`src/cdh_pkg.sv`:
```
// Shared types, constants and helpers for the coverage depth histogram.
// Used by cdh_ctrl, cdh_dp and coverage_depth_histogram; depends on nothing.
package cdh_pkg;

   // ring size must be a power of two: a position's slot is its low bits
   localparam int CDH_RING_SIZE = 1024;
   localparam int CDH_HIST_BINS = 256;

   // Item kinds carried in the request tuser
   localparam logic [1:0] FUNC_START = 2'd0;
   localparam logic [1:0] FUNC_OP    = 2'd1;
   localparam logic [1:0] FUNC_FLUSH = 2'd2;
   localparam logic [1:0] FUNC_BIN   = 2'd3;

   // Register map, word index
   localparam logic REG_DEPTH_CAP = 1'b0;

   // Match, sequence equal and sequence mismatch raise coverage
   localparam logic [15:0] COVERING_OPS = 16'b0000_0001_1000_0001;

   typedef enum logic [4:0] {
      OP_NONE,
      OP_CLEAR,
      OP_CAPTURE,
      OP_RET_SETUP,
      OP_RING_RD,
      OP_RET_BIN,
      OP_RET_WR,
      OP_EXC_RD,
      OP_EXC_WR,
      OP_COMMIT,
      OP_COV_SETUP,
      OP_COV_WR,
      OP_HIST_RD,
      OP_OUT_LOAD
   } cdh_op_type;

   typedef struct packed {
      cdh_op_type op;
   } cdh_cmd_type;

   typedef struct packed {
      logic       clear_done;
      logic [1:0] func;
      logic       start_retire;
      logic       flush_retire;
      logic       remain_zero;
      logic       out_free;
   } cdh_status_type;

   function automatic logic cdh_covering(input logic [3:0] code);
      return COVERING_OPS[code];
   endfunction

endpackage

```
`src/cdh_ctrl.sv`:
```
// Sequencer for the coverage depth histogram: steps the datapath through
// each item's ring walk. Depends on cdh_pkg.
module cdh_ctrl (
   input  logic                    clock,
   input  logic                    reset,
   input  logic                    req_tvalid,
   output logic                    req_tready,
   input  cdh_pkg::cdh_status_type stat,
   output cdh_pkg::cdh_cmd_type    cmd
);
   import cdh_pkg::*;

   typedef enum logic [3:0] {
      S_CLEAR,
      S_IDLE,
      S_DECODE,
      S_RET_SETUP,
      S_RET_RD,
      S_RET_BIN,
      S_RET_WR,
      S_EXC_RD,
      S_EXC_WR,
      S_COMMIT,
      S_COV_SETUP,
      S_COV_RD,
      S_COV_WR,
      S_FINISH
   } state_type;

   state_type state_ff, state_in;
   logic      ready_ff;
   logic      hist_pending_ff, hist_pending_in;

   always_comb begin
      state_in        = state_ff;
      hist_pending_in = 1'b0;
      cmd.op          = OP_NONE;
      unique case (state_ff)
         S_CLEAR: begin
            cmd.op = OP_CLEAR;
            if (stat.clear_done) state_in = S_IDLE;
         end
         S_IDLE: begin
            if (req_tvalid) begin
               cmd.op   = OP_CAPTURE;
               state_in = S_DECODE;
            end
         end
         S_DECODE: begin
            unique case (stat.func)
               FUNC_START: state_in = stat.start_retire ? S_RET_SETUP : S_COMMIT;
               FUNC_FLUSH: state_in = stat.flush_retire ? S_RET_SETUP : S_COMMIT;
               FUNC_OP:    state_in = S_COV_SETUP;
               default: begin
                  cmd.op          = OP_HIST_RD;
                  hist_pending_in = 1'b1;
                  state_in        = S_FINISH;
               end
            endcase
         end
         S_RET_SETUP: begin
            cmd.op   = OP_RET_SETUP;
            state_in = S_RET_RD;
         end
         S_RET_RD: begin
            cmd.op   = OP_RING_RD;
            state_in = S_RET_BIN;
         end
         S_RET_BIN: begin
            cmd.op   = OP_RET_BIN;
            state_in = S_RET_WR;
         end
         S_RET_WR: begin
            cmd.op   = OP_RET_WR;
            state_in = stat.remain_zero ? S_EXC_RD : S_RET_RD;
         end
         S_EXC_RD: begin
            cmd.op   = OP_EXC_RD;
            state_in = S_EXC_WR;
         end
         S_EXC_WR: begin
            cmd.op   = OP_EXC_WR;
            state_in = S_COMMIT;
         end
         S_COMMIT: begin
            cmd.op   = OP_COMMIT;
            state_in = S_FINISH;
         end
         S_COV_SETUP: begin
            cmd.op   = OP_COV_SETUP;
            state_in = S_COV_RD;
         end
         S_COV_RD: begin
            if (stat.remain_zero) begin
               state_in = S_FINISH;
            end else begin
               cmd.op   = OP_RING_RD;
               state_in = S_COV_WR;
            end
         end
         S_COV_WR: begin
            cmd.op   = OP_COV_WR;
            state_in = S_COV_RD;
         end
         S_FINISH: begin
            // hold until the output register is free
            if (stat.out_free) begin
               cmd.op   = OP_OUT_LOAD;
               state_in = S_IDLE;
            end
         end
         default: state_in = S_IDLE;
      endcase
   end

   always_ff @(posedge clock) begin
      if (reset) begin
         state_ff        <= S_CLEAR;
         ready_ff        <= 1'b0;
         hist_pending_ff <= 1'b0;
      end else begin
         state_ff        <= state_in;
         ready_ff        <= (state_in == S_IDLE);
         hist_pending_ff <= hist_pending_in;
      end
   end

   assign req_tready = ready_ff & ~hist_pending_ff;

endmodule

```
`config.mk`:
```
export PLATFORM = sky130hd
export DESIGN_NAME = cdh_ctrl
export DESIGN_NICKNAME = d
export VERILOG_FILES = /design/src/cdh_pkg.sv /design/src/cdh_ctrl.sv
export SDC_FILE = /design/constraint.sdc
export NUM_CORES = 1
export LEC_CHECK = 0
export BUFFER_PORTS_ARGS = -buffer_cell sky130_fd_sc_hd__buf_4
export CAP_MARGIN = 20
export CORE_AREA = 2 2 39 41
export CTS_BUF_LIST = sky130_fd_sc_hd__clkbuf_8
export CTS_CLUSTER_DIAMETER = 120
export CTS_CLUSTER_SIZE = 14
export DETAILED_ROUTE_END_ITERATION = 10
export DIE_AREA = 0 0 41 43
export MAX_ROUTING_LAYER = met4
export PLACE_DENSITY_LB_ADDON = 0.12
export SLEW_MARGIN = 20
export SYNTH_ARGS = -nofsm -noshare
export SYNTH_HDL_FRONTEND = slang
export SYNTH_SLANG_ARGS = --single-unit
```
`constraint.sdc`:
```
create_clock -name clock -period 2.05 [get_ports clock]
set_input_delay 0.205 -clock clock [delete_from_list [all_inputs] [get_ports clock]]
set_output_delay 0.205 -clock clock [all_outputs]
set_load 0.05 [all_outputs]
```
After elaboration in Yosys (flattened, before gate mapping)
Cells that the tools add are included.

word-level totals
  flip-flop bits (word level) = 6
  logic and storage cells = 42

operators by class
  equality and inequality tests = 16
  muxes and demuxes = 15
  bitwise logic cells = 3
  reductions and logical operators = 5

operators by type and width
  cell                  number
  $pmux W4 S14          1
  $pmux W4 S13          1
  $mux W4               7
  $eq A4 B4 Y1 const B  6
  $eq A4 B3 Y1 const B  4
  $pmux W4 S3           1
  $eq A4 B1 Y1 const B  2
  $eq A4 B2 Y1 const B  2
  $logic_not A4 Y1      1
  $mux W2               2
  $reduce_or A2 Y1      2
  $mux W3               1
  $reduce_or A3 Y1      1
  $eq A2 B1 Y1 const B  1
  $eq A2 B2 Y1 const B  1
  $logic_not A2 Y1      1
  $mux W1               2
  $not A1 Y1            2
  $and A1 B1 Y1         1

Logic depth before layout (Yosys ltp)
Gate-level depths: netlist of the first run.

  word-level depth = 4
  mapped depth = 6

Worst setup path before layout of the first run
OpenSTA, ideal clock, no wires.

  path type = register to output
  start = register state_ff[3]
  end = output cmd[0] (netlist name)
  data arrival time = 1.934 ns
  setup slack = -0.089 ns
  stages on the path, launching flop included = 5
  path buffers = 1
  cells stage by stage = dfxtp_1 > buf_4 > nand2_1 > nor3b_1 > a221oi_1

RTL lines
  what                      RTL line         RTL
  start: declaration        cdh_ctrl.sv:30   state_type state_ff, state_in;
  start signal: assignment  cdh_ctrl.sv:122  state_ff <= state_in;
  end: declaration          cdh_ctrl.sv:9    output cdh_pkg::cdh_cmd_type cmd

==> metrics.log, run 1 <==
[metrics] final RePlAce weighted congestion: 0.7965
[metrics] worst hold path endpoint: ready_ff
[metrics] Power Density: 727.7 nW/um2
[metrics] Resized Gates After CTS: 0
[metrics] buffer levels on the longest clock path: 2
[metrics] number of nets in the final layout: 99
[metrics] CTS tree: yes
[metrics] count of boundary I/O pins: 16
[metrics] worst path required time: 1.85 ns
[metrics] global router's overall resource usage: 0.1668
[metrics] number of nets still failing antenna checks after routing: 0
[metrics] crit path kind: register to primary output
[metrics] Yosys Warn Count: 0
[metrics] wire length per cell after detailed routing: 11.48 um
[metrics] cell breakdown of the critical path: and2b_1 -> nand4_1 -> nand3b_1 -> buf_4
[metrics] total negative slack: 0 ns
[metrics] core outline area: 1384 um2
[metrics] total grt overflow: 0
[metrics] first-iteration detailed-routing DRC count: 7
[metrics] synthesized cell area: 540.5 um2
[metrics] Global Route met2 Usage: 0.2344
[metrics] non-filler cells, final: 103
[metrics] Hold WC Path Type: primary input to register
[metrics] result of the run: finished clean
[metrics] Post-Route Hold Slack: 0.1923 ns
[metrics] share of the synthesized area in the top cell type: 0.2222
[metrics] reported max-cap violation count: 0
[metrics] arrival time at the worst endpoint: 1.61 ns
[metrics] busiest layer in global routing: met2
[metrics] library cell with the largest summed area after synthesis: sky130_fd_sc_hd__dfxtp_1
[metrics] kind of cell adding the most delay to the critical path: simple AND/OR/NAND/NOR gates
[metrics] P_leak: 0.2808 nW
[metrics] Final setup viols: 0
[metrics] antenna diode count: 0
[metrics] Tmin final: 1.812 ns
[metrics] number of antenna violations at the first check in global routing: 0
[metrics] PnR worst setup slack: 0.2380 ns
[metrics] number of standard cells after synthesis: 75
[metrics] estimated wirelength of the detail-placed design: 905.9 um
[metrics] commonest non-fill, non-tap cell in the layout: sky130_fd_sc_hd__buf_4
[metrics] clock network latency to the later pin of the worst-skew pair: 0.22 ns
[metrics] # hold bufs at CTS: 0
[metrics] global routing usage on met1: 0.2129
[metrics] Crit-path slowest cell: sky130_fd_sc_hd__dfxtp_1
[metrics] number of buffers added on ports: 14
[metrics] overall via count from detail_route: 552
[metrics] largest cells by area after synthesis: sky130_fd_sc_hd__dfxtp_1 (22%), sky130_fd_sc_hd__nor2_1 (8.3%), sky130_fd_sc_hd__a21oi_1 (5.6%), sky130_fd_sc_hd__buf_4 (5.6%), sky130_fd_sc_hd__nor2b_1 (4.6%)
[metrics] hold depth: 2
[metrics] mean number of vias per cell: 5.359
[metrics] hold violation count in the final report: 0
[metrics] global routing met3 resource utilization: 0.01571
[metrics] Layout Area Growth over Synthesis: 24.31%
[metrics] placed instance count: 100
[metrics] global-route wire length before repair: 1938 um
[metrics] most frequent cells in the layout: sky130_fd_sc_hd__buf_4 (14), sky130_fd_sc_hd__nor2_1 (12), sky130_fd_sc_hd__a21oi_1 (6), sky130_fd_sc_hd__dfxtp_1 (6)
[metrics] setup repair bufs after CTS: 0
[metrics] aggregate routed wire length: 1182 um
[metrics] fraction of final layout cells sized beyond drive strength 1: 0.2759
[metrics] number of distinct library cell variants in the gate-level netlist after synthesis: 34
[metrics] worst reg-to-reg path cell count: 5
[metrics] clock transition at the register clock pins on the worst setup and hold paths after CTS: 0.03 ns
[metrics] final design utilization: 0.4855
[metrics] placement-stage cell area: 630.6 um2
[metrics] post-synthesis sequential area ratio: 0.2222
[metrics] largest net degree at the start of global routing: 16
[metrics] Die X-Extent: 41 um
[metrics] die height: 43 um
[metrics] area enclosed by the die boundary: 1763 um2
[metrics] Avg Synthesized Cell Area: 7.207 um2
[metrics] number of sinks handled by clock tree synthesis: 6
[metrics] endpoint of the most critical register-to-register path: ready_ff
[metrics] worst-case register-to-register setup slack: 0.53 ns
[metrics] Fmax: 0.5519 GHz
[metrics] unrepaired setup endpoints after global routing: false
[metrics] maximum cell stage delay along the critical path: 0.55 ns
[metrics] library cell used as clock root buffer: sky130_fd_sc_hd__clkbuf_8
[metrics] Syn Nets: 85
[metrics] total CTS buffers: 3
[metrics] PnR Total Power: 0.4890 mW
[metrics] DRC Markers: 0
[metrics] starting utilization of the core area: 0.3906
[metrics] Seq cells post-synth: 6
[metrics] highest ir drop seen on vdd: 0.4391 mV
[metrics] startpoint kind of the worst setup timing path: register
[metrics] reg-to-reg startpoint: state_ff[0]
[metrics] max-slew violation count: 0
[metrics] Min-Delay Startpoint: reset
[metrics] portion of the clock cycle consumed by the worst path in the final layout: 0.8839
[metrics] drt first pass iters: 3
[metrics] post-route cell area: 671.9 um2
[metrics] number of placement rows: 14
[metrics] Critical Path Sink Type: primary output
[metrics] vias in the first global route: 474
[metrics] CP bufs+invs: 1
[metrics] worst slack after detailed placement: 0.4684 ns
[metrics] largest clock skew in the final design: 0.0009514 ns
[metrics] largest fanout on the critical path: 12
[metrics] H-tree levels: 1
-- power by group --
part	total (mW)	internal (mW)	switching, mW
Clock	0.173	0.126	0.0468
Sequential	0.148	0.127	0.0209
Combinational	0.169	0.0674	0.101
-- per-layer routing --
layer,part of all wire,up-vias,routed length (um)
li1,-,285,-
met1,0.47,254,560
met2,0.47,9,552
met3,0.028,4,33
met4,0.029,0,34
met5,0,-,0
-- flip-flops by register name, indices dropped and copies added, names as in the netlist --
| name | cells |
|---|---|
| ready_ff | 1 |
| hist_pending_ff | 1 |
| state_ff | 4 |
-- how the worst max path moves through the flow --
stage | from | end | slack [ns] | cells past startpoint
final | state_ff[1] | cmd[2] | 0.24 | 4
after floorplan | state_ff[3] | cmd[0] | 0.39 | 4
after global routing | state_ff[1] | cmd[2] | 0.14 | 4
after detailed placement | state_ff[0] | cmd[2] | 0.47 | 4
after global placement | state_ff[0] | cmd[2] | 0.45 | 4
after CTS | state_ff[1] | cmd[2] | 0.24 | 4
-- synthesized netlist by cell type (all sizes together) --
library cell   n
o21ai          5
o22ai          1
o21a           1
a22oi          1
nor3b          1
or3            1
o31a           1
xnor2          1
a21oi          6
o221ai         1
buf            5
a32oi          1
nand3b         2
conb           1
nand2          5
inv            5
a221oi         1
nor4           1
nand2b         2
nor3           1
and2b          1
and2           1
mux2i          1
nand3          2
a32o           1
nand4          1
nor2          13
dfxtp          6
nor2b          4
o211ai         2
-- cell families (layout without fill, tap and decap cells) --
group | Yosys count | in the layout | synth area share
XOR/XNOR | 1 | 1 | 0.01621
multiplexers | 1 | 1 | 0.01852
AO/OA/AOI/OAI | 21 | 21 | 0.2755
other | 1 | 1 | 0.006938
flip-flops | 6 | 6 | 0.2222
buffers and inverters | 10 | 22 | 0.1111
AND/OR/NAND/NOR | 35 | 35 | 0.3496
-- area by class of cell --
type	instances	area [um2]
clock buffers	3	41.29
inverters	5	18.77
flip-flops and latches	6	120.1
well taps	16	20.02
repair buffers	14	105.1
fillers	150	711.9
multi-input cells	59	366.6
(Power assumes the default switching activity.)
==> inputs of run 2 (changes only) <==
--- a/config.mk
+++ b/config.mk
@@ -14,7 +14,7 @@
 export DETAILED_ROUTE_END_ITERATION = 10
 export DIE_AREA = 0 0 41 43
 export MAX_ROUTING_LAYER = met4
-export PLACE_DENSITY_LB_ADDON = 0.12
+export PLACE_DENSITY = 0.65
 export SLEW_MARGIN = 20
 export SYNTH_ARGS = -nofsm -noshare
 export SYNTH_HDL_FRONTEND = slang
==> metrics.log, run 2 (synthesis results as in run 1) <==
[metrics] result of the run: finished clean
[metrics] placed instance count: 100
[metrics] unrepaired setup endpoints after global routing: false
[metrics] largest clock skew in the final design: 0.0005188 ns
[metrics] CTS tree: yes
[metrics] largest fanout on the critical path: 15
[metrics] H-tree levels: 1
[metrics] setup repair bufs after CTS: 0
[metrics] number of placement rows: 14
[metrics] Worst Max-Slew Pin Slew: 0.5410 ns
[metrics] portion of the clock cycle consumed by the worst path in the final layout: 0.9052
[metrics] buffer levels on the longest clock path: 2
[metrics] antenna diode count: 0
[metrics] total negative slack: 0 ns
[metrics] Power Density: 731.0 nW/um2
[metrics] busiest layer in global routing: met2
[metrics] cell breakdown of the critical path: and2b_1 -> nand4_1 -> nand3b_1 -> buf_4
[metrics] number of buffers added on ports: 14
[metrics] non-filler cells, final: 103
[metrics] maximum cell stage delay along the critical path: 0.65 ns
[metrics] worst-case register-to-register setup slack: 0.45 ns
[metrics] core outline area: 1384 um2
[metrics] worst slew margin relative to its limit: 0.6388
[metrics] worst hold path endpoint: ready_ff
[metrics] Crit-path slowest cell: sky130_fd_sc_hd__dfxtp_1
[metrics] vias in the first global route: 449
[metrics] most frequent cells in the layout: sky130_fd_sc_hd__buf_4 (14), sky130_fd_sc_hd__nor2_1 (12), sky130_fd_sc_hd__a21oi_1 (6), sky130_fd_sc_hd__dfxtp_1 (6)
[metrics] worst path required time: 1.85 ns
[metrics] Fmax: 0.5389 GHz
[metrics] starting utilization of the core area: 0.3906
[metrics] die height: 43 um
[metrics] Critical Path Sink Type: primary output
[metrics] highest ir drop seen on vdd: 0.5393 mV
[metrics] area enclosed by the die boundary: 1763 um2
[metrics] PnR Total Power: 0.4911 mW
[metrics] number of nets still failing antenna checks after routing: 0
[metrics] mean number of vias per cell: 5.408
[metrics] max-slew violation count: 0
[metrics] number of sinks handled by clock tree synthesis: 6
[metrics] global router's overall resource usage: 0.1569
[metrics] DRC Markers: 0
[metrics] first-iteration detailed-routing DRC count: 12
[metrics] Hold WC Path Type: primary input to register
[metrics] aggregate routed wire length: 1212 um
[metrics] worst reg-to-reg path cell count: 5
[metrics] library cell used as clock root buffer: sky130_fd_sc_hd__clkbuf_8
[metrics] number of flip-flops in the largest register: 4
[metrics] total grt overflow: 0
[metrics] total CTS buffers: 3
[metrics] final RePlAce weighted congestion: 0.7320
[metrics] startpoint kind of the worst setup timing path: register
[metrics] Layout Area Growth over Synthesis: 24.31%
[metrics] crit path kind: register to primary output
[metrics] overall via count from detail_route: 557
[metrics] Die X-Extent: 41 um
[metrics] hold violation count in the final report: 0
[metrics] number of antenna violations at the first check in global routing: 0
[metrics] wire length per cell after detailed routing: 11.77 um
[metrics] drt first pass iters: 4
[metrics] clock transition at the register clock pins on the worst setup and hold paths after CTS: 0.03 ns
[metrics] hold depth: 2
[metrics] global routing usage on met1: 0.1981
[metrics] estimated wirelength of the detail-placed design: 915.7 um
[metrics] endpoint of the most critical register-to-register path: ready_ff
[metrics] fraction of final layout cells sized beyond drive strength 1: 0.2759
[metrics] global routing met3 resource utilization: 0.03141
[metrics] reported max-cap violation count: 0
[metrics] count of boundary I/O pins: 16
[metrics] arrival time at the worst endpoint: 1.65 ns
[metrics] largest net degree at the start of global routing: 16
[metrics] Min-Delay Startpoint: reset
[metrics] Reg with most FFs: state_ff
[metrics] Resized Gates After CTS: 0
[metrics] Final setup viols: 0
[metrics] Tmin final: 1.856 ns
[metrics] reg-to-reg startpoint: state_ff[0]
[metrics] commonest non-fill, non-tap cell in the layout: sky130_fd_sc_hd__buf_4
[metrics] number of nets in the final layout: 99
[metrics] registers with the highest flip-flop counts: state_ff x4, hist_pending_ff x1, ready_ff x1
[metrics] Global Route met2 Usage: 0.2188
[metrics] global-route wire length before repair: 1794 um
[metrics] # hold bufs at CTS: 0
[metrics] clock network latency to the later pin of the worst-skew pair: 0.22 ns
[metrics] P_leak: 0.2808 nW
==> run 2: cell counts in the layout (fill, tap and decap cells not counted) <==
Identical to the previous run, type by type.
==> run 2: layout make-up <==
| cell class | instances | area, um2 |
|---|---|---|
| Sequential cell | 6 | 120.1 |
| Clock buffer | 3 | 41.29 |
| Multi-Input combinational cell | 59 | 366.6 |
| Tap cell | 16 | 20.02 |
| Timing Repair Buffer | 14 | 105.1 |
| Inverter | 5 | 18.77 |
| Fill cell | 142 | 711.9 |
==> run 2: metal layers <==
metal | part of all wire | wire (um) | vias up
met2 | 0.45 | 547 | 14
met3 | 0.054 | 65 | 2
met4 | 0.019 | 23 | 0
met5 | 0 | 0 | -
li1 | - | - | 286
met1 | 0.47 | 575 | 255
==> run 2: how the worst max path moves through the flow <==
stage | from | to | slack [ns] | cells past startpoint
2_1_floorplan | state_ff[3] | cmd[0] | 0.39 | 4
3_3_place_gp | state_ff[1] | cmd[2] | 0.44 | 4
3_5_place_dp | state_ff[1] | cmd[2] | 0.45 | 4
4_1_cts | state_ff[1] | cmd[2] | 0.22 | 4
5_1_grt | state_ff[1] | cmd[2] | 0.09 | 4
6_report | state_ff[0] | cmd[2] | 0.19 | 4
==> run 2: critical path, delay by kind of cell, from the launching register on <==
kind / cells / cell delay, ns
DFF: 1 / 0.65
buffers and inverters: 1 / 0.19
and+or+nand+nor: 3 / 0.58
==> run 2: metrics by stage <==
| stage | hold WS, ns | worst slack [ns] | cell area, um2 | utilization |
|---|---|---|---|---|
| after global placement | 0.4180 | 0.4400 | 630.6 | 0.4557 |
| after floorplan | 0.2747 | 0.3854 | 546.8 | - |
| after global routing | 0.1945 | 0.09036 | 671.9 | 0.4855 |
| after detailed placement | 0.4178 | 0.4478 | 630.6 | 0.4557 |
| final | 0.1894 | 0.1943 | 671.9 | 0.4855 |
| after CTS | 0.1864 | 0.2188 | 671.9 | 0.4855 |
==> run 2: power by group <==
group	internal [mW]	switching [mW]
registers	0.127	0.0227
logic	0.0674	0.101
clock network	0.126	0.0475
==> inputs of run 3 (changes only) <==
--- a/config.mk
+++ b/config.mk
@@ -5,7 +5,6 @@
 export SDC_FILE = /design/constraint.sdc
 export NUM_CORES = 1
 export LEC_CHECK = 0
-export BUFFER_PORTS_ARGS = -buffer_cell sky130_fd_sc_hd__buf_4
 export CAP_MARGIN = 20
 export CORE_AREA = 2 2 39 41
 export CTS_BUF_LIST = sky130_fd_sc_hd__clkbuf_8
@@ -13,8 +12,8 @@
 export CTS_CLUSTER_SIZE = 14
 export DETAILED_ROUTE_END_ITERATION = 10
 export DIE_AREA = 0 0 41 43
+export DONT_BUFFER_PORTS = 1
 export MAX_ROUTING_LAYER = met4
-export PLACE_DENSITY = 0.65
 export SLEW_MARGIN = 20
 export SYNTH_ARGS = -nofsm -noshare
 export SYNTH_HDL_FRONTEND = slang
==> metrics.log, run 3 (synthesis results as in run 1) <==
[metrics] result of the run: finished clean
[metrics] number of nets in the final layout: 88
[metrics] setup repair bufs after CTS: 0
[metrics] CTS tree: yes
[metrics] startpoint kind of the worst setup timing path: register
[metrics] Final setup viols: 0
[metrics] highest ir drop seen on vdd: 0.3999 mV
[metrics] fraction of final layout cells sized beyond drive strength 1: 0.1711
[metrics] Hold WC Path Type: primary input to register
[metrics] DRC Markers: 0
[metrics] total negative slack: 0 ns
[metrics] overall via count from detail_route: 500
[metrics] number of nets still failing antenna checks after routing: 0
[metrics] first-iteration detailed-routing DRC count: 9
[metrics] mean number of vias per cell: 5.435
[metrics] hold violation count in the final report: 0
[metrics] estimated wirelength of the detail-placed design: 852.2 um
[metrics] wire length per cell after detailed routing: 12.42 um
[metrics] count of boundary I/O pins: 16
[metrics] number of placement rows: 14
[metrics] area enclosed by the die boundary: 1763 um2
[metrics] core outline area: 1384 um2
[metrics] Tmin final: 1.910 ns
[metrics] total CTS buffers: 3
[metrics] crit path kind: register to primary output
[metrics] unrepaired setup endpoints after global routing: false
[metrics] worst path required time: 1.85 ns
[metrics] commonest non-fill, non-tap cell in the layout: sky130_fd_sc_hd__nor2_1
[metrics] buffer levels on the longest clock path: 2
[metrics] Crit-path slowest cell: sky130_fd_sc_hd__dfxtp_1
[metrics] Reg with most FFs: state_ff
[metrics] number of buffers added on ports: 0
[metrics] largest fanout on the critical path: 12
[metrics] max-slew violation count: 0
[metrics] portion of the clock cycle consumed by the worst path in the final layout: 0.9319
[metrics] worst slew margin relative to its limit: 0.6635
[metrics] starting utilization of the core area: 0.3906
[metrics] maximum cell stage delay along the critical path: 0.57 ns
[metrics] largest clock skew in the final design: 0.0002801 ns
[metrics] placement-stage cell area: 548.0 um2
[metrics] number of antenna violations at the first check in global routing: 0
[metrics] non-filler cells, final: 92
[metrics] Layout Area Growth over Synthesis: 9.028%
[metrics] cell breakdown of the critical path: and2b_1 -> nand4_1 -> nand2_1
[metrics] Critical Path Sink Type: primary output
[metrics] post-route cell area: 589.3 um2
[metrics] Power Density: 780.6 nW/um2
[metrics] Worst Max-Slew Pin Slew: 0.5041 ns
[metrics] registers with the highest flip-flop counts: state_ff x4, hist_pending_ff x1, ready_ff x1
[metrics] placed instance count: 89
[metrics] aggregate routed wire length: 1143 um
[metrics] drt first pass iters: 4
[metrics] Resized Gates After CTS: 0
[metrics] # hold bufs at CTS: 0
[metrics] largest net degree at the start of global routing: 16
[metrics] global router's overall resource usage: 0.1505
[metrics] vias in the first global route: 455
[metrics] H-tree levels: 1
[metrics] most frequent cells in the layout: sky130_fd_sc_hd__nor2_1 (12), sky130_fd_sc_hd__a21oi_1 (6), sky130_fd_sc_hd__dfxtp_1 (6), sky130_fd_sc_hd__nand2_1 (5), sky130_fd_sc_hd__o21ai_0 (5)
[metrics] global-route wire length before repair: 1780 um
[metrics] antenna diode count: 0
[metrics] clock transition at the register clock pins on the worst setup and hold paths after CTS: 0.03 ns
[metrics] Die X-Extent: 41 um
[metrics] Fmax: 0.5234 GHz
[metrics] total grt overflow: 0
[metrics] number of flip-flops in the largest register: 4
[metrics] die height: 43 um
[metrics] worst-case register-to-register setup slack: 0.49 ns
[metrics] P_leak: 0.2269 nW
[metrics] reported max-cap violation count: 0
[metrics] number of sinks handled by clock tree synthesis: 6
[metrics] library cell used as clock root buffer: sky130_fd_sc_hd__clkbuf_8
[metrics] final RePlAce weighted congestion: 0.8369
[metrics] arrival time at the worst endpoint: 1.71 ns
[metrics] clock network latency to the later pin of the worst-skew pair: 0.21 ns
[run 3: per-stage QoR]
| stage | power, mW | util | hold slack [ns] | setup slack [ns] |
|---|---|---|---|---|
| after floorplan | 0.2749 | - | 0.2747 | 0.3854 |
| after global placement | 0.2932 | 0.3960 | 0.2783 | 0.4713 |
| after detailed placement | 0.2944 | 0.3960 | 0.2805 | 0.4118 |
| after CTS | 0.4669 | 0.4259 | 0.05177 | 0.1772 |
| after global routing | 0.4867 | 0.4259 | 0.04928 | 0.1053 |
| final | 0.4600 | 0.4259 | 0.05615 | 0.1395 |
[run 3: power by group]
| group | total, mW | switching, mW | internal (mW) |
|---|---|---|---|
| Clock | 0.166 | 0.0409 | 0.125 |
| Combinational | 0.145 | 0.0924 | 0.0524 |
| Sequential | 0.149 | 0.0221 | 0.127 |
[run 3: layout make-up]
cell class | instances | area, um2
clock buffer | 3 | 41.29
sequential | 6 | 120.1
multi-input combinational | 59 | 366.6
timing repair buffer | 3 | 22.52
tap | 16 | 20.02
fill | 144 | 794.5
inverter | 5 | 18.77
[run 3: worst max-delay path, delay by kind of cell (launching register included)]
kind	cells	cell delay (ns)
and+or+nand+nor	3	0.92
DFF	1	0.57
[run 3: final timing paths]
path,cells past startpoint,to,startpoint
worst max register to register,5,ready_ff,state_ff[0]
worst min register to register,3,state_ff[1],state_ff[1]
worst min-delay path,1,ready_ff,reset
worst max-delay path,3,cmd[3],state_ff[1]
[run 3: layer usage]
| metal | global-route usage | vias to the layer above | wire (um) |
|---|---|---|---|
| li1 | - | 265 | - |
| met5 | - | - | 0 |
| met1 | 0.1909 | 223 | 531 |
| met2 | 0.2188 | 12 | 566 |
| met4 | 0.08667 | 0 | 0 |
| met3 | 0.02094 | 0 | 45 |
